<file path="src/hdl/vgpb_pkg.sv">
package vgpb_pkg;

  // Defaults for the top-level parameters.
  localparam int MAX_CELLS_DEF  = 4096;
  localparam int COUNT_BITS_DEF = 16;

  // Fixed field widths.
  localparam int DATA_W    = 32;
  localparam int DIM_W     = 8;
  localparam int DXY_W     = 2 * DIM_W;
  localparam int NCELL_W   = 3 * DIM_W;
  localparam int GRID_W    = 3 * DIM_W;
  localparam int FUNC_W    = 2;
  localparam int RIDX_W    = 12;
  localparam int STATUS_W  = 3;
  localparam int OIDX_W    = 12;
  localparam int OCNT_W    = 16;
  localparam int CFG_AW    = 5;
  localparam int AXIS_W    = 2;
  localparam int N_AXES    = 3;

  localparam logic [DATA_W-1:0] INV_CELL_RST = 32'd65536;
  localparam logic [GRID_W-1:0] GRID_RST     = 24'h101010;

  typedef enum logic [FUNC_W-1:0] {
    FUNC_ADD   = 2'd0,
    FUNC_CLEAR = 2'd1,
    FUNC_READ  = 2'd2
  } func_e;

  typedef enum logic [STATUS_W-1:0] {
    ST_OK        = 3'd0,
    ST_OUTSIDE   = 3'd1,
    ST_EXPIRED   = 3'd2,
    ST_TOO_LARGE = 3'd3,
    ST_BAD_INDEX = 3'd4
  } status_e;

  typedef enum logic [2:0] {
    REG_MIN_X  = 3'd0,
    REG_MIN_Y  = 3'd1,
    REG_MIN_Z  = 3'd2,
    REG_INV_X  = 3'd3,
    REG_INV_Y  = 3'd4,
    REG_INV_Z  = 3'd5,
    REG_GRID   = 3'd6,
    REG_EXPIRE = 3'd7
  } reg_e;

  typedef enum logic [3:0] {
    S_INIT_CLR,
    S_IDLE,
    S_PREP,
    S_GRID,
    S_DISPATCH,
    S_AX_SUB,
    S_AX_MUL,
    S_AX_CHK,
    S_MEM_RD,
    S_MEM_USE,
    S_OP_CLR,
    S_RESULT
  } state_e;

  typedef struct packed {
    logic signed [DATA_W-1:0] min_x;
    logic signed [DATA_W-1:0] min_y;
    logic signed [DATA_W-1:0] min_z;
    logic [DATA_W-1:0]        inv_x;
    logic [DATA_W-1:0]        inv_y;
    logic [DATA_W-1:0]        inv_z;
    logic [GRID_W-1:0]        grid_dims;
    logic [DATA_W-1:0]        expire_time;
  } cfg_t;

  typedef struct packed {
    logic [FUNC_W-1:0]        func;
    logic signed [DATA_W-1:0] coord_x;
    logic signed [DATA_W-1:0] coord_y;
    logic signed [DATA_W-1:0] coord_z;
    logic [DATA_W-1:0]        point_time;
    logic [DATA_W-1:0]        now_time;
    logic [RIDX_W-1:0]        read_index;
  } item_t;

  typedef struct packed {
    logic [STATUS_W-1:0] status;
    logic [OIDX_W-1:0]   cell_index;
    logic [OCNT_W-1:0]   cell_count;
  } res_t;

  // Commands from the controller to the datapath.
  typedef struct packed {
    logic              capture;
    logic              prep;
    logic              grid;
    logic              clr_start;
    logic              clr_wr;
    logic              ax_sub;
    logic              ax_mul;
    logic              ax_chk;
    logic              mem_rd;
    logic              mem_use;
    logic              res_zero;
    status_e           res_status;
    logic              out_load;
    logic [AXIS_W-1:0] axis;
  } cmd_t;

  // Status from the datapath to the controller.
  typedef struct packed {
    logic [FUNC_W-1:0] func;
    logic              expired;
    logic              grid_ok;
    logic              ri_ok;
    logic              d_neg;
    logic              ci_ok;
    logic              lin_ok;
    logic              clr_last;
    logic              out_free;
  } sts_t;

endpackage

</file>
<file path="src/hdl/vgpb_ctrl.sv">
module vgpb_ctrl (
  input  logic           clk_i,
  input  logic           rst_ni,
  input  logic           in_valid_i,
  input  vgpb_pkg::sts_t sts_i,
  output logic           in_ready_o,
  output vgpb_pkg::cmd_t cmd_o
);

  vgpb_pkg::state_e                state_q, state_d;
  logic [vgpb_pkg::AXIS_W-1:0]     axis_q, axis_d;
  logic                            axis_last;

  assign axis_last = (axis_q == vgpb_pkg::AXIS_W'(vgpb_pkg::N_AXES - 1));

  always_ff @(posedge clk_i or negedge rst_ni) begin
    if (!rst_ni) begin
      state_q <= vgpb_pkg::S_INIT_CLR;
      axis_q  <= '0;
    end else begin
      state_q <= state_d;
      axis_q  <= axis_d;
    end
  end

  // Next state.
  always_comb begin
    state_d = state_q;
    axis_d  = axis_q;
    unique case (state_q)
      vgpb_pkg::S_INIT_CLR: begin
        if (sts_i.clr_last) state_d = vgpb_pkg::S_IDLE;
      end
      vgpb_pkg::S_IDLE: begin
        if (in_valid_i) state_d = vgpb_pkg::S_PREP;
      end
      vgpb_pkg::S_PREP:     state_d = vgpb_pkg::S_GRID;
      vgpb_pkg::S_GRID:     state_d = vgpb_pkg::S_DISPATCH;
      vgpb_pkg::S_DISPATCH: begin
        axis_d = '0;
        unique case (sts_i.func)
          vgpb_pkg::FUNC_CLEAR: state_d = vgpb_pkg::S_OP_CLR;
          vgpb_pkg::FUNC_READ: begin
            if (sts_i.grid_ok && sts_i.ri_ok) state_d = vgpb_pkg::S_MEM_RD;
            else state_d = vgpb_pkg::S_RESULT;
          end
          vgpb_pkg::FUNC_ADD: begin
            if (!sts_i.expired && sts_i.grid_ok) state_d = vgpb_pkg::S_AX_SUB;
            else state_d = vgpb_pkg::S_RESULT;
          end
          default: state_d = vgpb_pkg::S_RESULT;
        endcase
      end
      vgpb_pkg::S_AX_SUB:   state_d = vgpb_pkg::S_AX_MUL;
      vgpb_pkg::S_AX_MUL: begin
        if (sts_i.d_neg) state_d = vgpb_pkg::S_RESULT;
        else state_d = vgpb_pkg::S_AX_CHK;
      end
      vgpb_pkg::S_AX_CHK: begin
        if (!sts_i.ci_ok) begin
          state_d = vgpb_pkg::S_RESULT;
        end else if (axis_last) begin
          state_d = vgpb_pkg::S_MEM_RD;
        end else begin
          state_d = vgpb_pkg::S_AX_SUB;
          axis_d  = axis_q + 1'b1;
        end
      end
      vgpb_pkg::S_MEM_RD: begin
        if (sts_i.lin_ok) state_d = vgpb_pkg::S_MEM_USE;
        else state_d = vgpb_pkg::S_RESULT;
      end
      vgpb_pkg::S_MEM_USE:  state_d = vgpb_pkg::S_RESULT;
      vgpb_pkg::S_OP_CLR: begin
        if (sts_i.clr_last) state_d = vgpb_pkg::S_RESULT;
      end
      vgpb_pkg::S_RESULT: begin
        if (sts_i.out_free) state_d = vgpb_pkg::S_IDLE;
      end
      default: state_d = vgpb_pkg::S_IDLE;
    endcase
  end

  // Outputs.
  always_comb begin
    cmd_o            = '0;
    cmd_o.res_status = vgpb_pkg::ST_OK;
    cmd_o.axis       = axis_q;
    in_ready_o       = 1'b0;
    unique case (state_q)
      vgpb_pkg::S_INIT_CLR: cmd_o.clr_wr = 1'b1;
      vgpb_pkg::S_IDLE: begin
        in_ready_o    = 1'b1;
        cmd_o.capture = in_valid_i;
      end
      vgpb_pkg::S_PREP:     cmd_o.prep = 1'b1;
      vgpb_pkg::S_GRID:     cmd_o.grid = 1'b1;
      vgpb_pkg::S_DISPATCH: begin
        unique case (sts_i.func)
          vgpb_pkg::FUNC_CLEAR: cmd_o.clr_start = 1'b1;
          vgpb_pkg::FUNC_READ: begin
            if (!sts_i.grid_ok) begin
              cmd_o.res_zero   = 1'b1;
              cmd_o.res_status = vgpb_pkg::ST_TOO_LARGE;
            end else if (!sts_i.ri_ok) begin
              cmd_o.res_zero   = 1'b1;
              cmd_o.res_status = vgpb_pkg::ST_BAD_INDEX;
            end
          end
          vgpb_pkg::FUNC_ADD: begin
            if (sts_i.expired) begin
              cmd_o.res_zero   = 1'b1;
              cmd_o.res_status = vgpb_pkg::ST_EXPIRED;
            end else if (!sts_i.grid_ok) begin
              cmd_o.res_zero   = 1'b1;
              cmd_o.res_status = vgpb_pkg::ST_TOO_LARGE;
            end
          end
          default: begin
            cmd_o.res_zero   = 1'b1;
            cmd_o.res_status = vgpb_pkg::ST_BAD_INDEX;
          end
        endcase
      end
      vgpb_pkg::S_AX_SUB:   cmd_o.ax_sub = 1'b1;
      vgpb_pkg::S_AX_MUL: begin
        if (sts_i.d_neg) begin
          cmd_o.res_zero   = 1'b1;
          cmd_o.res_status = vgpb_pkg::ST_OUTSIDE;
        end else begin
          cmd_o.ax_mul = 1'b1;
        end
      end
      vgpb_pkg::S_AX_CHK: begin
        if (!sts_i.ci_ok) begin
          cmd_o.res_zero   = 1'b1;
          cmd_o.res_status = vgpb_pkg::ST_OUTSIDE;
        end else begin
          cmd_o.ax_chk = 1'b1;
        end
      end
      vgpb_pkg::S_MEM_RD: begin
        if (sts_i.lin_ok) begin
          cmd_o.mem_rd = 1'b1;
        end else begin
          cmd_o.res_zero   = 1'b1;
          cmd_o.res_status = vgpb_pkg::ST_OUTSIDE;
        end
      end
      vgpb_pkg::S_MEM_USE:  cmd_o.mem_use = 1'b1;
      vgpb_pkg::S_OP_CLR: begin
        cmd_o.clr_wr = 1'b1;
        if (sts_i.clr_last) begin
          cmd_o.res_zero   = 1'b1;
          cmd_o.res_status = vgpb_pkg::ST_OK;
        end
      end
      vgpb_pkg::S_RESULT:   cmd_o.out_load = sts_i.out_free;
      default: ;
    endcase
  end

endmodule

</file>
<file path="config.mk">
export PLATFORM = sky130hd
export DESIGN_NAME = vgpb_ctrl
export DESIGN_NICKNAME = d
export VERILOG_FILES = /design/src/hdl/vgpb_pkg.sv /design/src/hdl/vgpb_ctrl.sv
export SDC_FILE = /design/constraint.sdc
export NUM_CORES = 1
export LEC_CHECK = 0
export BUFFER_PORTS_ARGS = -buffer_cell sky130_fd_sc_hd__buf_2
export CORE_MARGIN = 1
export CORE_UTILIZATION = 50
export CTS_CLUSTER_DIAMETER = 60
export DETAILED_ROUTE_END_ITERATION = 6
export GPL_TIMING_DRIVEN = 0
export PLACE_DENSITY_LB_ADDON = 0.3
export SLEW_MARGIN = 20
export SYNTH_ARGS = -nofsm -noshare
export SYNTH_HDL_FRONTEND = slang
export SYNTH_SLANG_ARGS = --single-unit
</file>
<file path="constraint.sdc">
create_clock -name clk_i -period 5 [get_ports clk_i]
set_input_delay 1 -clock clk_i [delete_from_list [all_inputs] [get_ports clk_i]]
set_output_delay 1 -clock clk_i [all_outputs]
set_load 0.02 [all_outputs]
</file>
==> flow_metrics.env <==
export IMPL_rows=13
export IMPL_gr_usage_met3_pct=3.33
export IMPL_ys_ff_latch=6
export IMPL_wirelength_um=1990
export IMPL_grtUsageMet1_pct=37.0
export IMPL_antenna_cells=0
export IMPL_ff2ff_path_depth=5
export IMPL_regToRegSetupSlack_ns=3.31
export IMPL_async_reset_ff_share_pct=100
export IMPL_ios=31
export IMPL_syn_nets=118
export IMPL_p_seq_share_pct=15.9
export IMPL_place_port_buffers=29
export IMPL_stdcell_area_sq_um=923
export IMPL_grt_max_degree=11
export IMPL_power_density_mw_per_mm2=558
export IMPL_area_growth_syn_to_layout_pct=25.3
export IMPL_syn_inst=104
export IMPL_hp_class="in -> async"
export IMPL_synthesis_area_sq_um=737
export IMPL_top_usage_layer="met2"
export IMPL_postCtsHoldBufs=0
export IMPL_dpl_instance_area_sq_um=901
export IMPL_die_y_um=40.4
export IMPL_hold_worst_slack_ns=0.572
export IMPL_cts_resized=0
export IMPL_use_met2_pct=50.0
export IMPL_tns_ns=0
export IMPL_grt_pass1_wl_um=3190
export IMPL_timing_final_crit_share_pct=59.8
export IMPL_vias_per_cell=6.01
export IMPL_slew_violations=0
export IMPL_yosysWarnings=0
export IMPL_start_kind="flip-flop"
export IMPL_critPathCaptureType="output port"
export IMPL_cts_htree_levels=1
export IMPL_critPathKind="reg -> out"
export IMPL_layout_drive_gt1_share_pct=30.1
export IMPL_initial_utilization_pct=55.3
export IMPL_regToRegEndpoint="state_q[1]"
export IMPL_yosysUniqueCellTypes=37
export IMPL_yosysSeqAreaShare_pct=20.4
export IMPL_power_mw=0.515
export IMPL_arrival_ns=1.99
export IMPL_required_ns=4.00
export IMPL_synth_edff_count=0
export IMPL_track_usage_pct=29.2
export IMPL_finalSetupViolations=0
export IMPL_slew_limit_headroom_pct=63.1
export IMPL_grt_overflow=0
export IMPL_grt_setup_unrepaired="no"
export IMPL_maxCapViolations=0
export IMPL_dpl_hpwl_um=1560
export IMPL_p_switching_mw=0.275
export IMPL_tightest_slew_ns=0.539
export IMPL_power_leakage_nw=0.456
export IMPL_fin_worst_skew_ns=0.00114
export IMPL_ant_nets=0
export IMPL_synthFlopType="dfrtp_1"
export IMPL_die_w_um=40.4
export IMPL_cts_setup_buffers=0
export IMPL_cts_made_buffers=3
export IMPL_clk_latency_ns=0.24
export IMPL_cts_max_path_buffers=2
export IMPL_die_area_sq_mm=0.00163
export IMPL_fin_crit_ns=2.99
export IMPL_route_detailed_drc=0
export IMPL_layout_nets=152
export IMPL_routabilityCongestion=0.889
export IMPL_status="finished, final reports clean"
export IMPL_grt_pass1_vias=746
export IMPL_power_frac_clock_pct=8.3
export IMPL_cts_root_buf="clkbuf_4"
export IMPL_syn_area_per_cell_sq_um=7.09
export IMPL_grt_antenna_before_repair=0
export IMPL_firstDrtPassIters=5
export IMPL_vias=908
export IMPL_hold_viol_final=0
export IMPL_clock_sinks=6
export IMPL_timing_rr_start="state_q[3]"
export IMPL_utilization_pct=69.2
export IMPL_intPower_mw=0.240
export IMPL_cts_tree="yes"
export IMPL_wire_per_inst_um=13.2
export IMPL_comb_power_share_pct=75.8
export IMPL_fmax_mhz=335
export IMPL_core_area_sq_mm=0.00133
export IMPL_swShare_pct=53.4
export IMPL_clk_pin_slew_worst_paths_ns=0.04
export IMPL_vdd_drop_max_mv=0.225
export IMPL_drtIter0Drc=43
export IMPL_crit_fanout=9
==> logic make-up after synthesis <==
family	share of synthesized area [%]
and+or+nand+nor	38.9
AOI/OAI and AO/OA	28.9
buffers and inverters	9.00
DFF	20.4
xor gates and xnor gates	1.19
adders and majority gates	1.70
==> layout make-up <==
| cell class | count | area [sq um] |
|---|---|---|
| buffer | 9 | 43.8 |
| clock buffer | 3 | 22.5 |
| fill | 121 | 410 |
| inverter | 6 | 22.5 |
| multi-input combinational | 83 | 520 |
| sequential | 6 | 150 |
| tap | 15 | 18.8 |
| timing repair buffer | 29 | 145 |
==> per-stage QoR <==
stage | instances | setup WS [ns]
6_report | 151 | 2.01
5_1_grt | 151 | 1.91
3_3_place_gp | 148 | 2.08
2_1_floorplan | 104 | 2.22
4_1_cts | 151 | 2.00
3_5_place_dp | 148 | 2.06
==> critical path, cell delays in order (launching register included) <==
cell	delay, ns
dfrtp_1	0.35
clkbuf_1	0.19
or4b_4	0.56
a311oi_2	0.30
a31oi_1	0.07
nand3b_1	0.11
buf_2	0.16
==> state kept, by name (all words and copies together) (netlist names) <==
name,count
state_q,4
axis_q,2
==> synthesized netlist by cell type, types with 2 or more instances <==
master | n | area, sq um
nor2_1 | 9 | 33.8
a211oi_1 | 5 | 37.5
and3_1 | 5 | 31.3
a21oi_1 | 7 | 35.0
clkbuf_1 | 6 | 22.5
inv_1 | 6 | 22.5
nor2b_1 | 3 | 18.8
and2_1 | 2 | 12.5
a2111oi_0 | 2 | 17.5
o21ai_0 | 3 | 15.0
nand2b_1 | 8 | 50.1
nand3b_1 | 2 | 15.0
nor3_1 | 9 | 45.0
dfrtp_1 | 6 | 150
buf_2 | 2 | 10.0
nand2_1 | 7 | 26.3
o21ai_1 | 2 | 10.0
==> cells in the final DEF (no fill, tap or decap), types with 5 or more instances in the layout <==
cell,count
dfrtp_1,6
clkbuf_1,6
buf_2,31
nor2_1,9
a211oi_1,5
a21oi_1,7
nand2b_1,8
nor3_1,9
inv_1,6
nand2_1,7
and3_1,5
==> metal layers <==
layer	routed length (um)	part of all wire [%]
met1	897	45
met2	941	47
met3	120	6.0
met4	28	1.4
met5	0	0
==> worst max-delay path by stage <==
stage                           to  slack [ns]  startpoint  cells past startpoint
final                     cmd_o[6]        2.01  state_q[3]                      6
after global routing      cmd_o[6]        1.91  state_q[3]                      6
after CTS                 cmd_o[6]        2.00  state_q[3]                      6
after detailed placement  cmd_o[6]        2.06    sts_i[9]                      6
after global placement    cmd_o[6]        2.08    sts_i[9]                      6
after floorplan           cmd_o[5]        2.22    sts_i[8]                      3
==> power groups by stage <==
stage / clock [mW] / combinational [mW] / sequential (mW)
after floorplan: 0 / 0.282 / 0.0900
after global placement: 0 / 0.378 / 0.0817
after detailed placement: 0 / 0.383 / 0.0828
after CTS: 0.0441 / 0.385 / 0.0821
after global routing: 0.0469 / 0.435 / 0.0857
final: 0.0428 / 0.391 / 0.0818
Note: power is estimated with default switching activity, not from simulation.
