File: config.mk
export PLATFORM = sky130hd
export DESIGN_NAME = vgpb_regs
export DESIGN_NICKNAME = d
export VERILOG_FILES = /design/src/hdl/vgpb_pkg.sv /design/src/hdl/vgpb_regs.sv
export SDC_FILE = /design/constraint.sdc
export NUM_CORES = 1
export LEC_CHECK = 0
export BUFFER_PORTS_ARGS = -buffer_cell sky130_fd_sc_hd__buf_2
export CORE_MARGIN = 4
export CORE_UTILIZATION = 55
export CTS_CLUSTER_SIZE = 30
export DETAILED_ROUTE_END_ITERATION = 12
export PLACE_DENSITY = 0.84
export SETUP_SLACK_MARGIN = 0.3
export SLEW_MARGIN = 20
export SYNTH_ARGS = -nofsm -noshare
export SYNTH_HDL_FRONTEND = slang
export SYNTH_SLANG_ARGS = --single-unit
File: constraint.sdc
create_clock -name clk_i -period 2.75 [get_ports clk_i]
set_input_delay 0.4125 -clock clk_i [delete_from_list [all_inputs] [get_ports clk_i]]
set_output_delay 0.4125 -clock clk_i [all_outputs]
set_load 0.05 [all_outputs]
File: src/hdl/vgpb_pkg.sv
package vgpb_pkg;

  // Defaults for the top-level parameters.
  localparam int MAX_CELLS_DEF  = 4096;
  localparam int COUNT_BITS_DEF = 16;

  // Fixed field widths.
  localparam int DATA_W    = 32;
  localparam int DIM_W     = 8;
  localparam int DXY_W     = 2 * DIM_W;
  localparam int NCELL_W   = 3 * DIM_W;
  localparam int GRID_W    = 3 * DIM_W;
  localparam int FUNC_W    = 2;
  localparam int RIDX_W    = 12;
  localparam int STATUS_W  = 3;
  localparam int OIDX_W    = 12;
  localparam int OCNT_W    = 16;
  localparam int CFG_AW    = 5;
  localparam int AXIS_W    = 2;
  localparam int N_AXES    = 3;

  localparam logic [DATA_W-1:0] INV_CELL_RST = 32'd65536;
  localparam logic [GRID_W-1:0] GRID_RST     = 24'h101010;

  typedef enum logic [FUNC_W-1:0] {
    FUNC_ADD   = 2'd0,
    FUNC_CLEAR = 2'd1,
    FUNC_READ  = 2'd2
  } func_e;

  typedef enum logic [STATUS_W-1:0] {
    ST_OK        = 3'd0,
    ST_OUTSIDE   = 3'd1,
    ST_EXPIRED   = 3'd2,
    ST_TOO_LARGE = 3'd3,
    ST_BAD_INDEX = 3'd4
  } status_e;

  typedef enum logic [2:0] {
    REG_MIN_X  = 3'd0,
    REG_MIN_Y  = 3'd1,
    REG_MIN_Z  = 3'd2,
    REG_INV_X  = 3'd3,
    REG_INV_Y  = 3'd4,
    REG_INV_Z  = 3'd5,
    REG_GRID   = 3'd6,
    REG_EXPIRE = 3'd7
  } reg_e;

  typedef enum logic [3:0] {
    S_INIT_CLR,
    S_IDLE,
    S_PREP,
    S_GRID,
    S_DISPATCH,
    S_AX_SUB,
    S_AX_MUL,
    S_AX_CHK,
    S_MEM_RD,
    S_MEM_USE,
    S_OP_CLR,
    S_RESULT
  } state_e;

  typedef struct packed {
    logic signed [DATA_W-1:0] min_x;
    logic signed [DATA_W-1:0] min_y;
    logic signed [DATA_W-1:0] min_z;
    logic [DATA_W-1:0]        inv_x;
    logic [DATA_W-1:0]        inv_y;
    logic [DATA_W-1:0]        inv_z;
    logic [GRID_W-1:0]        grid_dims;
    logic [DATA_W-1:0]        expire_time;
  } cfg_t;

  typedef struct packed {
    logic [FUNC_W-1:0]        func;
    logic signed [DATA_W-1:0] coord_x;
    logic signed [DATA_W-1:0] coord_y;
    logic signed [DATA_W-1:0] coord_z;
    logic [DATA_W-1:0]        point_time;
    logic [DATA_W-1:0]        now_time;
    logic [RIDX_W-1:0]        read_index;
  } item_t;

  typedef struct packed {
    logic [STATUS_W-1:0] status;
    logic [OIDX_W-1:0]   cell_index;
    logic [OCNT_W-1:0]   cell_count;
  } res_t;

  // Commands from the controller to the datapath.
  typedef struct packed {
    logic              capture;
    logic              prep;
    logic              grid;
    logic              clr_start;
    logic              clr_wr;
    logic              ax_sub;
    logic              ax_mul;
    logic              ax_chk;
    logic              mem_rd;
    logic              mem_use;
    logic              res_zero;
    status_e           res_status;
    logic              out_load;
    logic [AXIS_W-1:0] axis;
  } cmd_t;

  // Status from the datapath to the controller.
  typedef struct packed {
    logic [FUNC_W-1:0] func;
    logic              expired;
    logic              grid_ok;
    logic              ri_ok;
    logic              d_neg;
    logic              ci_ok;
    logic              lin_ok;
    logic              clr_last;
    logic              out_free;
  } sts_t;

endpackage

File: src/hdl/vgpb_regs.sv
module vgpb_regs (
  input  logic                          clk_i,
  input  logic                          rst_ni,
  input  logic                          psel,
  input  logic                          penable,
  input  logic                          pwrite,
  input  logic [vgpb_pkg::CFG_AW-1:0]   paddr,
  input  logic [vgpb_pkg::DATA_W-1:0]   pwdata,
  output logic [vgpb_pkg::DATA_W-1:0]   prdata,
  output logic                          pready,
  output vgpb_pkg::cfg_t                cfg_o
);

  vgpb_pkg::cfg_t cfg_q;
  vgpb_pkg::reg_e sel;
  logic           wr_en;

  assign pready = 1'b1;
  assign sel    = vgpb_pkg::reg_e'(paddr[4:2]);
  assign wr_en  = psel && penable && pwrite;
  assign cfg_o  = cfg_q;

  always_ff @(posedge clk_i or negedge rst_ni) begin
    if (!rst_ni) begin
      cfg_q.min_x       <= '0;
      cfg_q.min_y       <= '0;
      cfg_q.min_z       <= '0;
      cfg_q.inv_x       <= vgpb_pkg::INV_CELL_RST;
      cfg_q.inv_y       <= vgpb_pkg::INV_CELL_RST;
      cfg_q.inv_z       <= vgpb_pkg::INV_CELL_RST;
      cfg_q.grid_dims   <= vgpb_pkg::GRID_RST;
      cfg_q.expire_time <= '0;
    end else if (wr_en) begin
      unique case (sel)
        vgpb_pkg::REG_MIN_X:  cfg_q.min_x       <= pwdata;
        vgpb_pkg::REG_MIN_Y:  cfg_q.min_y       <= pwdata;
        vgpb_pkg::REG_MIN_Z:  cfg_q.min_z       <= pwdata;
        vgpb_pkg::REG_INV_X:  cfg_q.inv_x       <= pwdata;
        vgpb_pkg::REG_INV_Y:  cfg_q.inv_y       <= pwdata;
        vgpb_pkg::REG_INV_Z:  cfg_q.inv_z       <= pwdata;
        vgpb_pkg::REG_GRID:   cfg_q.grid_dims   <= pwdata[vgpb_pkg::GRID_W-1:0];
        vgpb_pkg::REG_EXPIRE: cfg_q.expire_time <= pwdata;
        default: ;
      endcase
    end
  end

  always_comb begin
    unique case (sel)
      vgpb_pkg::REG_MIN_X:  prdata = cfg_q.min_x;
      vgpb_pkg::REG_MIN_Y:  prdata = cfg_q.min_y;
      vgpb_pkg::REG_MIN_Z:  prdata = cfg_q.min_z;
      vgpb_pkg::REG_INV_X:  prdata = cfg_q.inv_x;
      vgpb_pkg::REG_INV_Y:  prdata = cfg_q.inv_y;
      vgpb_pkg::REG_INV_Z:  prdata = cfg_q.inv_z;
      vgpb_pkg::REG_GRID:   prdata = {8'b0, cfg_q.grid_dims};
      vgpb_pkg::REG_EXPIRE: prdata = cfg_q.expire_time;
      default:              prdata = '0;
    endcase
  end

endmodule

==> metrics.txt, run 1 <==
status=complete, no violations; 1st-iter DRT viols=512; Clock Latency Late Sink=520 ps; total CTS buffers=27; DR DRC count=0; crit path DAT=2010 ps; min-delay worst type=in2reg; dpl ws=360 ps; height of the chip=151 um; Post-synth EDFFs=0; top-area cell type share of the netlist area=53.6%; setup total negative slack=0 ps; Slew Limit Fails=0; input/output buffers=319; Seq cells post-synth=248; Reg2Reg Setup Slack=1910 ps; Final Cycle Share=88.2%; most frequent CP cell=buf_2; Worst setup SP type=input port; hold path depth=2; maxcap violations=0; vias per cell=5.89; Async SR Flop Fraction=100%; total congestion overflow=0; worst-path fanout max=40; number of flip-flops in the largest register=248; die area=22900 sq um; starting density of the core=55.8%; # clock sinks=248; Post-CTS Setup Bufs=0; H-tree depth=1; CTS root buffer=clkbuf_16; type of the worst setup path=in2out; Placer Congestion=0.876; routed via count=8823; Wirelength per Cell=22.9 um; Synth Instances=882; core area=20200 sq um; Synth cell types=38; pin count of the biggest net entering global routing=70; Power Density=970 nW/um^2; final wirelength=34400 um; first-pass GRT wire length=52700 um; crit-path max cell delay=310 ps; unrepaired setup endpoints after global routing=yes; TritonCTS clock tree=yes; post-route ant nets=0; initial antenna violation count=0; most frequent cells in the layout=buf_2, dfrtp_1, mux2_2, o21ai_0, nand2_1; width of the die=151 um; num ports=323; Tmin final=2430 ps; Synth-to-Final Area Change=29.3%; site row count=52; Primary FF master, synth=dfrtp_1; critical-path cell list=buf_2, buf_12, nand2b_1, nor2_1, a211oi_1, o22a_1, buf_2; clock slew at reported path FFs=60 ps; placed insts=1448; sequential share of the synthesized area=55.0%; total global-route track usage=29.7%; worst IR drop on VDD=0.000671 V; dominant cells by area after synthesis=dfrtp_1, mux2_2, mux2i_1; WHS Endpoint=cfg_o[150]; syn nets=924; worst reg-to-reg path cell count=1; Cell Area, Synth=11300 sq um; post-synth top area cell=dfrtp_1; worst-case clock buffer depth=3; Post-DP Area=13600 sq um; Synth Warn #=0; clk_skew=0 ps; Detail Placement HPWL=23300 um; number of global-route vias before repair=9199; setup violators final=0; reg2reg start=cfg_o[94]; Fmax=0.412 GHz; Leakage=7.19 nW; Final nets=1250; hold_sp=pwdata[30]; CP endpoint kind=primary output; fraction of layout cells with a size suffix above 1=57.3%; Finished Cell Area=14600 sq um; commonest non-fill, non-tap cell in the layout=buf_2; worst setup margin=324 ps; Pre-Repair DR Iteration Count=5; critical path required time=2340 ps; Non-Filler Instances=1499; slowest cell on the critical path=buf_12; Critical R2R Capture=cfg_o[94]; Fin Hold WS=195 ps; Fin. Hold Viols=0; syn_area_per_cell=12.8 sq um
[cells in the mapped netlist (all sizes together) (19+ instances only)]
cell type,count
mux2,247
dfrtp,242
o21ai,53
nand2,43
nor2,42
buf,41
mux2i,38
a31oi,24
nand3,24
o211ai,21
a21boi,20
or2,20
clkbuf,19
[stage by stage]
step	util [%]	total power, mW
after floorplan	-	8.77
after global placement	67.1	10.1
after detailed placement	67.1	10.2
after CTS	72.1	14.2
after global routing	72.2	14.7
final	72.2	14.2
[layout make-up]
cell class	instances	area, sq um
Antenna cell	1	2.50
Inverter	5	18.8
Fill cell	1356	5630
Clock inverter	14	248
Clock buffer	35	756
Multi-Input combinational cell	569	4970
Timing Repair Buffer	357	2060
Sequential cell	248	6210
Tap cell	270	338
[cells by family (layout without fill, tap and decap cells)]
logic type	Yosys count	in the layout	synth area share, %
simple gates	140	140	6.11
buf+inv	65	411	2.81
compound gates	143	143	8.07
mux	285	285	28.0
other cells	1	2	0.0332
flops	248	248	55.0
[critical path: cells and delay by family]
kind | cells | cell delay [ps]
compound gates | 2 | 400
simple gates | 2 | 390
buf+inv | 3 | 810
[report_power, final]
| part | switching [mW] | internal, mW |
|---|---|---|
| Combinational | 3.86 | 1.31 |
| Sequential | 0.581 | 4.38 |
| Clock | 1.45 | 2.58 |
| Total | 5.89 | 8.28 |
[worst max path at each step]
stage | end | start | slack, ps
floorplan | prdata[20] | paddr[3] | 380
global placement | prdata[30] | paddr[2] | 380
detailed placement | prdata[0] | paddr[2] | 360
CTS | prdata[0] | paddr[2] | 360
global route | prdata[24] | paddr[2] | 290
finish | prdata[0] | paddr[2] | 320
[metal layers]
layer	wire, um	track usage [%]	share of wire, %	vias up
li1	-	-	-	3844
met1	13300	38.4	39	4466
met2	16800	48.4	49	432
met3	3100	7.27	9.0	81
met4	1150	11.6	3.4	0
met5	0	0	0	-
[repair_timing]
| item | 4_1_cts | 5_1_grt |
|---|---|---|
| gates resized for setup | 0 | 2 |
| hold endpoints to repair | 57 | 0 |
| endpoints found under the setup margin | 0 | 5 |
| hold buffers | 1 | 0 |
(Power assumes the default switching activity.)
==> run 2, diff against run 1 <==
--- a/config.mk
+++ b/config.mk
@@ -5,12 +5,13 @@
 export SDC_FILE = /design/constraint.sdc
 export NUM_CORES = 1
 export LEC_CHECK = 0
+export ABC_AREA = 1
 export BUFFER_PORTS_ARGS = -buffer_cell sky130_fd_sc_hd__buf_2
 export CORE_MARGIN = 4
 export CORE_UTILIZATION = 55
 export CTS_CLUSTER_SIZE = 30
 export DETAILED_ROUTE_END_ITERATION = 12
-export PLACE_DENSITY = 0.84
+export PLACE_DENSITY = 0.83
 export SETUP_SLACK_MARGIN = 0.3
 export SLEW_MARGIN = 20
 export SYNTH_ARGS = -nofsm -noshare
==> metrics.txt, run 2 <==
status=complete, no violations (unchanged); Placer Congestion=0.950 (was 0.876); vias per cell=5.82 (was 5.89); placed insts=1895 (was 1448); Slew headroom=37.0%; H-tree depth=1 (unchanged); switch share=45.6% (was 41.6%); height of the chip=153 um (was 151 um); total power=14.4 mW (was 14.2 mW); Post-CTS Setup Bufs=0 (unchanged); clock slew at reported path FFs=60 ps (about the same); Pint=7.84 mW (was 8.28 mW); top-count cell post-synth=nand2_1 (was dfrtp_1); site row count=52 (unchanged); syn nets=1424 (was 924); Synth Instances=1382 (was 882); total congestion overflow=0 (unchanged); unrepaired setup endpoints after global routing=no (was yes); input/output buffers=319 (unchanged); Non-Filler Instances=1946 (was 1499); maxcap violations=0 (unchanged); dominant cells by area after synthesis=dfrtp_1, nand2_1, nand4_1 (was dfrtp_1, mux2_2, mux2i_1); combinational power share=39.2% (was 36.5%); min-delay worst type=in2reg (unchanged); TritonCTS clock tree=yes (unchanged); Pre-Repair DR Iteration Count=5 (unchanged); fraction of layout cells with a size suffix above 1=26.9% (was 57.3%); Post-synth top cells=nand2_1, dfrtp_1, nor2_1 (was dfrtp_1, mux2_2, o21ai_0); Clock Latency Late Sink=520 ps (about the same); Final nets=1697 (was 1250); most frequent cells in the layout=buf_2, nand2_1, dfrtp_1, nor2_1, nand4_1 (was buf_2, dfrtp_1, mux2_2, o21ai_0, nand2_1); Post-DP Area=13300 sq um (was 13600 sq um); Synth cell types=26 (was 38); setup total negative slack=0 ps (unchanged); total CTS buffers=27 (unchanged); 1st-iter DRT viols=1046 (was 512); P_sw=6.56 mW (was 5.89 mW); num ports=323 (unchanged); reg2reg start=cfg_o[52] (was cfg_o[94]); width of the die=153 um (was 151 um); Async SR Flop Fraction=100% (unchanged); Wirelength per Cell=19.6 um (was 22.9 um); commonest non-fill, non-tap cell in the layout=buf_2 (unchanged); Detail Placement HPWL=25800 um (was 23300 um); DR DRC count=0 (unchanged); pin count of the biggest net entering global routing=88 (was 70); worst-path fanout max=14 (was 40); total global-route track usage=31.7% (was 29.7%); sequential share of the synthesized area=53.4% (was 55.0%); Finished Cell Area=14300 sq um (was 14600 sq um); Synth-to-Final Area Change=22.7% (was 29.3%); Leakage=7.48 nW (was 7.19 nW); worst-case clock buffer depth=3 (unchanged); dpl ws=389 ps (was 360 ps); worst setup margin=425 ps (was 324 ps); Seq cells post-synth=248 (unchanged); clk_skew=0 ps (unchanged); syn_area_per_cell=8.41 sq um (was 12.8 sq um); final wirelength=38200 um (was 34400 um); Post-synth EDFFs=0 (unchanged); Slew Limit Fails=0 (unchanged); first-pass GRT wire length=60300 um (was 52700 um); slew at the pin closest to its max-slew limit=944 ps; number of flip-flops in the largest register=248 (unchanged); crit path DAT=1910 ps (was 2010 ps); starting density of the core=56.7% (was 55.8%); Synth Warn #=0 (unchanged); post-route ant nets=0 (unchanged); top-area cell type share of the netlist area=52.1% (was 53.6%); initial antenna violation count=2 (was 0); die area=23500 sq um (was 22900 sq um); core area=20500 sq um (was 20200 sq um); Final Core Density=69.6% (was 72.2%); Fin Hold WS=110 ps (was 195 ps); setup violators final=0 (unchanged); Primary FF master, synth=dfrtp_1 (unchanged); routed via count=11.3k (was 8823); Flop pwr share=35.2% (was 35.0%); post-synth top area cell=dfrtp_1 (unchanged); Fmax=0.430 GHz (was 0.412 GHz); number of global-route vias before repair=10.9k (was 9199); type of the worst setup path=in2out (unchanged); Worst setup SP type=input port (unchanged); CP Launch Point=paddr[2] (unchanged); CP endpoint kind=primary output (unchanged); Cell Area, Synth=11600 sq um (was 11300 sq um); Tmin final=2330 ps (was 2430 ps); clock network power share=25.6% (was 28.5%); critical path required time=2340 ps (about the same); CTS root buffer=clkbuf_16 (unchanged); worst IR drop on VDD=0.000809 V (was 0.000671 V); Final Cycle Share=84.6% (was 88.2%); Fin. Hold Viols=0 (unchanged); hold_sp=pwdata[8] (was pwdata[30]); Power Density=1010 nW/um^2 (was 970 nW/um^2); # clock sinks=248 (unchanged)
## run 2: cell types whose count changed after synthesis, sizes merged, moves of 45 or more
cell	before	now
nand4	2	144
nand2	43	276
nand3	24	69
o21ai	53	152
inv	5	77
nor2	42	205
a21oi	6	96
mux2	247	0
## run 2: power groups by stage
| stage | clock [mW] | combinational (mW) | sequential (mW) |
|---|---|---|---|
| 4_1_cts | 3.73 | 5.66 | 5.06 |
| 2_1_floorplan | 0 | 1.46 | 7.74 |
| 3_5_place_dp | 0 | 5.64 | 5.11 |
| 5_1_grt | 3.88 | 5.92 | 5.17 |
| 6_report | 3.69 | 5.64 | 5.07 |
| 3_3_place_gp | 0 | 5.56 | 5.07 |
## run 2: final cells by class
type	instances	area (sq um)
Tap cell	270	338
Fill cell	1685	6230
Timing Repair Buffer	354	1980
Clock inverter	12	160
Antenna cell	1	2.50
Sequential cell	248	6210
Inverter	77	294
Multi-Input combinational cell	947	4530
Clock buffer	37	743
## run 2: kinds of logic (layout without fill, tap and decap cells)
group,after synthesis,after routing,synth area share [%]
AOI/OAI and AO/OA,248,248,11.7
and+or+nand+nor,698,698,27.1
buffers and inverters,187,480,7.72
other,1,2,0.0323
DFF,248,248,53.4
## run 2: path summary, 6_finish.rpt
kind                                    to  slack (ps)  cells past startpoint
min in group asynchronous        cfg_o[60]         370                      2
worst max register to register   cfg_o[52]        1900                      2
worst min-delay path             cfg_o[40]         110                      3
worst max-delay path             prdata[3]         420                      8
worst min register to register  cfg_o[136]         490                      2
max in group asynchronous       cfg_o[119]        1520                      3
## run 2: critical path: stages
cell	delay, ps
buf_4	240
inv_2	180
nand3_2	160
buf_4	260
nor2_1	60
nor2_1	210
nand3_1	140
buf_2	230
## run 2: what timing repair did
item                                   4_1_cts  5_1_grt
setup endpoints to repair                    0        6
gates resized for setup                      0        2
hold buffers                                 1        0
endpoints found under the hold margin       44        0
## run 2: routing by layer
metal / global-route usage, % / share of wire [%] / vias up
li1: - / - / 5209
met1: 42.0 / 38 / 5358
met2: 51.0 / 47 / 650
met3: 7.12 / 11 / 115
met4: 12.7 / 4.4 / 2
met5: 0 / 0.034 / -
==> run 3, diff against run 2 <==
--- a/config.mk
+++ b/config.mk
@@ -5,13 +5,13 @@
 export SDC_FILE = /design/constraint.sdc
 export NUM_CORES = 1
 export LEC_CHECK = 0
-export ABC_AREA = 1
+export ABC_AREA = 0
 export BUFFER_PORTS_ARGS = -buffer_cell sky130_fd_sc_hd__buf_2
 export CORE_MARGIN = 4
-export CORE_UTILIZATION = 55
+export CORE_UTILIZATION = 47
 export CTS_CLUSTER_SIZE = 30
 export DETAILED_ROUTE_END_ITERATION = 12
-export PLACE_DENSITY = 0.83
+export PLACE_DENSITY = 0.76
 export SETUP_SLACK_MARGIN = 0.3
 export SLEW_MARGIN = 20
 export SYNTH_ARGS = -nofsm -noshare
==> constraint.sdc (replaced) <==
create_clock -name clk_i -period 2 [get_ports clk_i]
set_input_delay 0.3 -clock clk_i [delete_from_list [all_inputs] [get_ports clk_i]]
set_output_delay 0.3 -clock clk_i [all_outputs]
set_load 0.05 [all_outputs]
==> metrics.txt, run 3 (same netlist as run 1, synthesis figures left out) <==
Slew Limit Fails=0 (unchanged); crit path DAT=1720 ps (was 1910 ps); critical-path cell list=mux2i_1, o21ai_1, nand2_1, a31oi_4, buf_6 (was buf_4, inv_2, nand3_2, buf_4, nor2_1, nor2_1, nand3_1, buf_2); site row count=56 (was 52); Worst setup SP type=flop (was input port); dpl ws=-91.9 ps (was 389 ps); CP endpoint kind=primary output (unchanged); status=finished with violations (was complete, no violations); clk_skew=0 ps (unchanged); Detail Placement HPWL=25200 um (was 25800 um); Final Core Density=68.8% (was 69.6%); CP Launch Point=cfg_o[136] (was paddr[2]); starting density of the core=48.0% (was 56.7%); number of global-route vias before repair=9584 (was 10.9k); TritonCTS clock tree=yes (unchanged); width of the die=163 um (was 153 um); DR DRC count=0 (unchanged); Critical R2R Capture=cfg_o[125] (was cfg_o[52]); post-route ant nets=0 (unchanged); height of the chip=163 um (was 153 um); worst-case clock buffer depth=3 (unchanged); Final Cycle Share=101%; Final nets=1357 (was 1697); Tmin final=2020 ps; type of the worst setup path=reg2out (was in2out); Buf+Inv Stages, Crit Path=1 (was 4); clock slew at reported path FFs=60 ps (about the same); min-delay worst type=in2reg (unchanged); critical path required time=1700 ps (was 2340 ps); Placer Congestion=0.827 (was 0.950); routed via count=9315 (was 11.3k); Fmax=0.496 GHz; unrepaired setup endpoints after global routing=yes (was no); worst-path fanout max=2 (was 14); worst IR drop on VDD=0.000893 V (was 0.000809 V); initial antenna violation count=1 (was 2); Top delay family on crit path=flip-flops (was buffers and inverters); input/output buffers=319 (unchanged); total global-route track usage=27.7% (was 31.7%); setup violators final=1 (was 0); total CTS buffers=27 (unchanged); Wirelength per Cell=23.1 um (was 19.6 um); hold path depth=3 (unchanged); die area=26600 sq um (was 23500 sq um); Antenna Cells=0 (was 1); num ports=323 (unchanged); core area=23500 sq um (was 20500 sq um); CTS root buffer=clkbuf_16 (unchanged); WHS Endpoint=cfg_o[174] (was cfg_o[40]); 1st-iter DRT viols=587 (was 1046); Non-Filler Instances=1652 (was 1946); placed insts=1518 (was 1895); Clock Latency Late Sink=520 ps (about the same); hold_sp=pwdata[22] (was pwdata[8]); # clock sinks=248 (unchanged); first-pass GRT wire length=57100 um (was 60300 um); Leakage=7.81 nW (was 7.48 nW); worst reg-to-reg path cell count=3 (was 2); Fin. Hold Viols=0 (unchanged); worst setup margin=-17.1 ps (was 425 ps); commonest non-fill, non-tap cell in the layout=buf_2 (unchanged); reg2reg start=cfg_o[125] (was cfg_o[52]); most frequent cells in the layout=buf_2, mux2_2, dfrtp_1, buf_4, nand2_1 (was buf_2, nand2_1, dfrtp_1, nor2_1, nand4_1); Reg2Reg Setup Slack=950 ps (was 1900 ps); maxcap violations=0 (unchanged); failing checks=negative setup slack; slowest cell on the critical path=dfstp_2 (was buf_4); H-tree depth=1 (unchanged); setup total negative slack=-17.1 ps (was 0 ps); Power Density=1220 nW/um^2 (was 1010 nW/um^2); final wirelength=38100 um (was 38200 um); Pre-Repair DR Iteration Count=5 (unchanged); fraction of layout cells with a size suffix above 1=63.8% (was 26.9%); Synth-to-Final Area Change=43.4% (was 22.7%); total congestion overflow=0 (unchanged); pin count of the biggest net entering global routing=59 (was 88); number of flip-flops in the largest register=248 (unchanged); crit-path max cell delay=530 ps (was 260 ps); vias per cell=5.64 (was 5.82)
run 3: cell types whose count changed in the layout (fill, tap and decap cells not counted), moves of 36 or more:
cell / change
o21ai_1: -64
nand4_1: -144
nor2_1: -167
inv_1: -72
mux2_2: +235
buf_2: -36
mux2i_1: +38
a21oi_1: -92
nand3_1: -41
buf_4: +86
nand2_1: -233
run 3: repair_timing:
item / 4_1_cts / 5_1_grt
endpoints found under the setup margin: 32 / 32
buffers inserted: 61 / 25
pin swaps: 36 / 30
hold buffers: 1 / 0
hold endpoints to repair: 47 / 0
gates resized for setup: 149 / 33
run 3: stage by stage:
step / instance area (sq um) / power, mW / hold slack, ps
after global placement: 14300 / 14.1 / 271
final: 16200 / 19.7 / 85.2
after floorplan: 11800 / 12.2 / 4.41
after global routing: 16200 / 20.5 / 79.9
after detailed placement: 14300 / 14.2 / 272
after CTS: 16000 / 19.6 / 57.6
run 3: cell type report:
class | count | area (sq um)
clock buffers | 40 | 774
clock inverters | 7 | 62.6
fillers | 1721 | 7340
inverters | 5 | 18.8
multi-input cells | 569 | 5370
flip-flops and latches | 248 | 6230
well taps | 319 | 399
repair buffers | 464 | 3350
run 3: per-layer routing:
metal / track usage, % / part of all wire [%] / up-vias
met5: 0.379 / 0.032 / -
met4: 9.49 / 3.3 / 2
met3: 5.98 / 7.3 / 85
met2: 46.6 / 50 / 374
met1: 35.9 / 40 / 4796
li1: - / - / 4058
run 3: worst max-delay path by stage:
stage | end | slack (ps) | depth (start not counted)
detailed placement | prdata[4] | -90 | 8
CTS | prdata[16] | -50 | 5
floorplan | prdata[14] | 160 | 4
finish | prdata[16] | -20 | 5
global placement | prdata[14] | -30 | 7
global route | prdata[16] | -90 | 5
run 3: worst min-delay path: cells and delay by family:
family	cells	cell delay [ps]
compound gates	1	60
buf+inv	1	140
simple gates	1	60
run 3: power by group:
part / leakage [nW] / internal (mW) / switching, mW / total (mW)
Sequential: 3.14 / 6.04 / 0.763 / 6.80
Combinational: 4.26 / 2.51 / 5.64 / 8.14
Clock: 0.412 / 2.78 / 1.98 / 4.76
Total: 7.81 / 11.3 / 8.38 / 19.7
